<file path="src/salc_pkg.sv">
// Shared types and constants for the set-associative LRU tag lookup.
`default_nettype none

package salc_pkg;

    // configuration port
    localparam int CFG_IDX_W  = 2;
    localparam int CFG_DATA_W = 4;

    typedef enum logic [CFG_IDX_W-1:0] {
        CFG_OFFSET_BITS = 2'd0,
        CFG_SET_BITS    = 2'd1,
        CFG_WAY_BITS    = 2'd2
    } t_cfg_idx;

    // access kind carried in tuser
    localparam logic CMD_READ  = 1'b0;
    localparam logic CMD_WRITE = 1'b1;

    // stream widths
    localparam int IN_DATA_W = 32;
    localparam int CNT_W     = 32;
    localparam int OUT_W     = 168;

    // controller to datapath
    typedef struct packed {
        logic clr_step;  // zero one set row of the tag store
        logic load;      // take an input word, read its set row
        logic commit;    // write back the row, update counts, load output
    } t_salc_cmd;

    // datapath to controller
    typedef struct packed {
        logic clr_last;  // last row of the clearing pass
        logic out_free;  // output register can take a word this cycle
    } t_salc_status;

endpackage

`default_nettype wire

</file>
<file path="src/salc_ctrl.sv">
// Controller: post-reset clearing pass, accept, and write-back sequencing.
`default_nettype none

module salc_ctrl (
    input  wire logic                    i_clk,
    input  wire logic                    i_rst_n,
    input  wire logic                    i_in_valid,
    input  wire salc_pkg::t_salc_status  i_status,
    output logic                         o_in_ready,
    output salc_pkg::t_salc_cmd          o_cmd
);
    import salc_pkg::*;

    typedef enum logic [1:0] {
        S_CLEAR,
        S_IDLE,
        S_UPDATE
    } t_state;

    t_state r_state, n_state;
    logic   r_ready;

    // next state and commands
    always_comb begin
        n_state = r_state;
        o_cmd   = '0;
        case (r_state)
            S_CLEAR: begin
                o_cmd.clr_step = 1'b1;
                if (i_status.clr_last) begin
                    n_state = S_IDLE;
                end
            end
            S_IDLE: begin
                if (i_in_valid && r_ready) begin
                    o_cmd.load = 1'b1;
                    n_state    = S_UPDATE;
                end
            end
            S_UPDATE: begin
                // hold the read row until the output register frees up
                if (i_status.out_free) begin
                    o_cmd.commit = 1'b1;
                    n_state      = S_IDLE;
                end
            end
            default: begin
                n_state = S_CLEAR;
            end
        endcase
    end

    // state and registered ready
    always_ff @(posedge i_clk) begin
        if (!i_rst_n) begin
            r_state <= S_CLEAR;
            r_ready <= 1'b0;
        end else begin
            r_state <= n_state;
            r_ready <= (n_state == S_IDLE);
        end
    end

    assign o_in_ready = r_ready;

endmodule

`default_nettype wire

</file>
<file path="config.mk">
export PLATFORM = sky130hd
export DESIGN_NAME = salc_ctrl
export DESIGN_NICKNAME = d
export VERILOG_FILES = /design/src/salc_pkg.sv /design/src/salc_ctrl.sv
export SDC_FILE = /design/constraint.sdc
export NUM_CORES = 1
export LEC_CHECK = 0
export BUFFER_PORTS_ARGS = -buffer_cell sky130_fd_sc_hd__buf_2
export CAP_MARGIN = 20
export CORE_AREA = 2 2 39 41
export DETAILED_ROUTE_END_ITERATION = 10
export DIE_AREA = 0 0 41 43
export GPL_ROUTABILITY_DRIVEN = 1
export PLACE_DENSITY = 0.39
export SLEW_MARGIN = 20
export SYNTH_ARGS = -nofsm -noshare
export SYNTH_HDL_FRONTEND = slang
export SYNTH_SLANG_ARGS = --single-unit
export TNS_END_PERCENT = 10
</file>
<file path="constraint.sdc">
create_clock -name i_clk -period 1.9 [get_ports i_clk]
set_clock_uncertainty 0.05 [all_clocks]
set_input_delay 0.38 -clock i_clk [delete_from_list [all_inputs] [get_ports i_clk]]
set_output_delay 0.38 -clock i_clk [all_outputs]
set_load 0.01 [all_outputs]
</file>
==> results of run 1 <==
## metrics by stage
stage | total power [uW] | area (um2) | setup slack, ns | std cells
floorplan | 83.2 | 140 | 0.832 | 14
global placement | 94.1 | 200 | 0.621 | 38
detailed placement | 95.2 | 200 | 0.609 | 38
CTS | 214 | 226 | 0.425 | 42
global route | 223 | 226 | 0.356 | 42
finish | 208 | 226 | 0.435 | 42
## registers in the layout, summed over array words and instances, names as in the netlist
signal,flops
r_state,2
o_in_ready,1
## layout by cell type, fill, tap and decap left out, drive strengths merged
cell    instances
nor2            2
clkbuf          4
buf             8
o21a            1
inv             1
and3            1
and4b           1
nor3b           1
dfxtp           3
nand4b          1
o41ai           2
and3b           1
## final cells by class
cell class,instances,area [um2],share of cell area
repair buffers,8,40.0,0.177
inverters,1,3.75,0.0166
multi-input cells,10,76.3,0.337
flip-flops and latches,3,60.1,0.265
well taps,16,20.0,0.0884
clock buffers,4,26.3,0.116
## cell families (layout without fill, tap and decap cells)
| family | after synthesis | count (layout) | share of synthesized area |
|---|---|---|---|
| buffers and inverters | 1 | 13 | 0.0268 |
| AND/OR/NAND/NOR | 7 | 7 | 0.366 |
| AO/OA/AOI/OAI | 3 | 3 | 0.179 |
| flip-flops | 3 | 3 | 0.429 |
## final timing paths
check                  start          to  slack [ns]  depth (start not counted)
hold reg to reg   r_state[1]  r_state[0]        0.52                          1
setup reg to reg  r_state[1]  r_state[1]        0.90                          2
hold / removal       i_rst_n  r_state[1]        0.35                          2
setup / recovery  r_state[1]    o_cmd[1]        0.43                          2
## per-layer routing
layer	global-route usage	vias to the layer above	wire (um)
met4	0.0800	0	12
met1	0.0772	68	179
met3	0.0314	2	56
li1	-	80	-
met2	0.0500	11	123
met5	0	-	0
## where the power goes
group / internal, uW / switching [uW]
Clock: 78.9 / 35.3
Sequential: 67.8 / 4.51
Combinational: 11.3 / 10.5
Total: 158 / 50.4
==> metrics, run 1 <==
unrepaired setup endpoints after global routing false; DRC Markers 0; fraction of layout instances using a drive strength above 1 0.500; GRT Total Usage 0.0582; CP Class register to output port; Crit-path slowest cell dfxtp_1; post-DP HPWL roughly 280 um; CP peak stage delay 0.41 ns; final number of hold-violating endpoints 0; max-cap violations 0; pin count of the biggest net entering global routing 8; top cells by count, synth 3 x dfxtp_1, 2 x nor2_1, 2 x o41ai_1; layout net count 32; Synth top area share 0.429; Period minus WS final between 1 and 1.5 ns; critical path launch point type register; via count about 160; ys flop type dfxtp_1; sequential fraction of the synthesis area 0.429; Max Slew Vio Count 0; Setup TNS Final 0 ns; Die Ht between 40 and 50 um; Static Leak 0.000110 uW; first-pass GRT wire length between 600 and 700 um; Initial DRT Pass Iterations 4; row cnt 14; H-Tree Depth 1; via/cell ratio roughly 3.8; Req. time, crit path 1.47 ns; Yosys cell types 10; core area ~0.0014 mm2; Worst Path Buf+Inv 1; relative max-transition margin 0.811; vias in the first global route ~150; Largest delay share family, worst path flip-flops; #FFs+latches synth 3; initial antenna violation count 0; Clock Path Buffers 2; TritonCTS buffer count 3; Top Ports 9; port buffer count 8; initial core utilization 0.101; Ys Warns 0; Crit path arrival time ~1.0 ns; Synth area leaders dfxtp_1 43%, o41ai_1 13%, and4b_2 8.0%, and3b_2 7.1%, nand4b_1 6.3%; Fill cells between 150 and 200; Clock transition at path regs roughly 0.040 ns; average footprint of a synthesized cell roughly 10 um2; post-CTS setup buffers 0; Root Buffer clkbuf_4; per-cell routed wire length 8.83 um; CP Max Fanout 7; CP endpoint kind output port; Post-Syn Nets 19; cts repair resizes 0; worst-skew pair later-pin latency around 0.24 ns; Gate Count Post-Synth 14; synthesized area around 140 um2; Final Cycle Share 0.771; ANT nets after route 0; final setup fails 0; CTS Hold Bufs 0; largest area contributor in the netlist dfxtp_1; Async S/R FF share, synth 0; total wire length around 370 um; worst hold margin between 0.3 and 0.4 ns; Max Freq about 680 MHz; chip width about 41 um; # diodes 0; peak supply drop roughly 0.12 mV; EDFF count, synth 0; CTS tree built; Area growth, synth to finish 61.6%; grt total ovfl 0; DIE AREA roughly 0.0018 mm2; Final GP Congestion 0.587; CTS Sinks 3; pwr dens between 900 and 1000 mW/mm2; CP Cell Sequence and4b_2 -> buf_2; worst slew pin tran roughly 0.28 ns; DRT iter0 DRCs 6; Layout Utilization 0.164; worst min path class input pin to register; most frequent cell after synthesis dfxtp_1; outcome finished, final reports clean
(Power assumes the default switching activity.)
==> inputs of run 2 (changes only) <==
- ABC_AREA: unset -> 1
- clock period: 1.9 -> 1.45 ns (I/O delays scaled with it)
==> run 2 against run 1 <==
Against the previous run: worst setup slack lost 0.28 ns; count of clock-buffer cells in the layout is the same; final area grew 1.7%; sequential share of layout area shrank 0.43 points; routed wire length shrank 15%; critical endpoint unchanged.
==> metrics, run 2 <==
Synth top area share 0.417; core area between 0.001 and 0.0015 mm2; Async S/R FF share, synth 0; outcome finished, final reports clean; pin count of the biggest net entering global routing 5; Static Leak ~0.00013 uW; DRT iter0 DRCs 0; max FFs per register 2; Clock Path Buffers 2; relative max-transition margin 0.904; critical path launch point type register; TritonCTS buffer count 3; worst min path class input pin to register; CP peak stage delay 0.37 ns; layout net count 40; DRC Markers 0; most frequent cell after synthesis inv_1; CTS Sinks 3; total wire length about 320 um; pwr dens about 1200 mW/mm2; sequential fraction of the synthesis area 0.417; final number of hold-violating endpoints 0; peak supply drop 0.311 mV; Synth area leaders dfxtp_1 42%, inv_1 13%, nand2_1 10%, nor2_2 8.7%, nor2_1 7.8%; worst setup slack after placement 0.321 ns; Gate Count Post-Synth 22; via/cell ratio approximately 3.2; commonest non-fill, non-tap cell in the layout buf_2; synthesized area roughly 140 um2; Max Slew Vio Count 0; CTS Hold Bufs 0; Die Ht 43 um; post-DP HPWL between 200 and 300 um; worst slew pin tran ~0.14 ns; Ys Warns 0; average footprint of a synthesized cell 6.54 um2; cell area after layout 230 um2; Crit path arrival time roughly 0.95 ns; most frequent cells in the layout 8 x buf_2, 5 x inv_1, 4 x nand2_1; CP Class register to output port; Final Cycle Share 0.891; Area growth, synth to finish 60.0%; Max Freq about 770 MHz; initial antenna violation count 0; row cnt 14; ys flop type dfxtp_1; Initial DRT Pass Iterations 1; Yosys cell types 9; via count 160; Top Ports 9; cts repair resizes 0; chip width about 40 um; cell repeated most along the worst path inv_1; top cells by count, synth 5 x inv_1, 4 x nand2_1, 3 x dfxtp_1, 3 x nor2_1; Post-DP Area slightly above 200 um2; post-CTS setup buffers 0; vias in the first global route roughly 180; Post-Syn Nets 27; #FFs+latches synth 3; initial core utilization 0.104; Fill cells 170; worst-skew pair later-pin latency ~0.23 ns; H-Tree Depth 1; largest area contributor in the netlist dfxtp_1; port buffer count 8; unrepaired setup endpoints after global routing false; grt total ovfl 0; final setup fails 0; Clock transition at path regs 0.04 ns; Setup TNS Final 0 ns; Crit-path slowest cell dfxtp_1; first-pass GRT wire length around 620 um; EDFF count, synth 0; per-cell routed wire length between 6 and 7 um; max-cap violations 0; Final GP Congestion 0.614; # diodes 0; Root Buffer clkbuf_4; GRT Total Usage 0.0561; Final WS setup 0.158 ns; CP Max Fanout 4; Biggest register r_state; CTS tree built; fraction of layout instances using a drive strength above 1 0.382; CP Cell Sequence inv_1 -> nand3_1 -> inv_1 -> buf_2; DIE AREA between 0.0015 and 0.002 mm2; ANT nets after route 0; Period minus WS final about 1.3 ns; Req. time, crit path 1.11 ns; CP endpoint kind output port
-- run 2: cell count changes after synthesis, sizes merged, moves of 2 or more --
| cell | change |
|---|---|
| inv | +4 |
| o41ai | -2 |
| nand3 | +2 |
| nor2 | +3 |
| nand2 | +4 |
-- run 2: worst max-delay path: cells and delay by family, from the launching register on --
kind,cells,cell delay [ns]
DFF,1,0.37
buffers and inverters,3,0.25
and+or+nand+nor,1,0.11
-- run 2: worst paths after layout --
| kind | startpoint | end | slack (ns) | cells after the start |
|---|---|---|---|---|
| worst max register to register | r_state[0] | o_in_ready | 0.55 | 5 |
| worst min register to register | r_state[1] | r_state[1] | 0.47 | 2 |
| worst max-delay path | r_state[1] | o_cmd[1] | 0.16 | 4 |
| worst min-delay path | i_rst_n | r_state[0] | 0.26 | 3 |
-- run 2: per-layer routing --
| layer | part of all wire | routed length, um | GRT usage | vias up |
|---|---|---|---|---|
| li1 | - | - | - | 89 |
| met1 | 0.43 | 136 | 0.0703 | 65 |
| met2 | 0.46 | 144 | 0.0594 | 6 |
| met3 | 0.11 | 35 | 0.0314 | 0 |
| met4 | 0 | 0 | 0.0600 | 0 |
| met5 | 0 | 0 | 0 | - |
-- run 2: report_power, final --
part           internal [uW]  switching, uW
Sequential              89.2           4.63
Clock                    103           40.8
Combinational           16.2           19.5
Total                    208           64.9
-- run 2: area by class of cell --
cell class / count / area (um2) / area share
clock buffers: 4 / 26.3 / 0.114
inverters: 6 / 22.5 / 0.0978
multi-input cells: 13 / 61.3 / 0.266
flip-flops and latches: 3 / 60.1 / 0.261
well taps: 16 / 20.0 / 0.0870
repair buffers: 8 / 40.0 / 0.174
-- run 2: kinds of logic (layout without fill, tap and decap cells) --
logic type / after synthesis / count (layout) / share of synthesized area
AOI/OAI and AO/OA: 1 / 1 / 0.0347
buffers and inverters: 6 / 18 / 0.157
DFF: 3 / 3 / 0.417
and+or+nand+nor: 12 / 12 / 0.391
-- run 2: stage by stage --
step	hold WS (ns)	power [uW]	utilization	cells
after global placement	0.477	132	0.147	46
after CTS	0.248	285	0.166	50
after floorplan	0.391	117	-	22
final	0.256	273	0.166	50
after global routing	0.260	300	0.166	50
after detailed placement	0.469	132	0.147	46
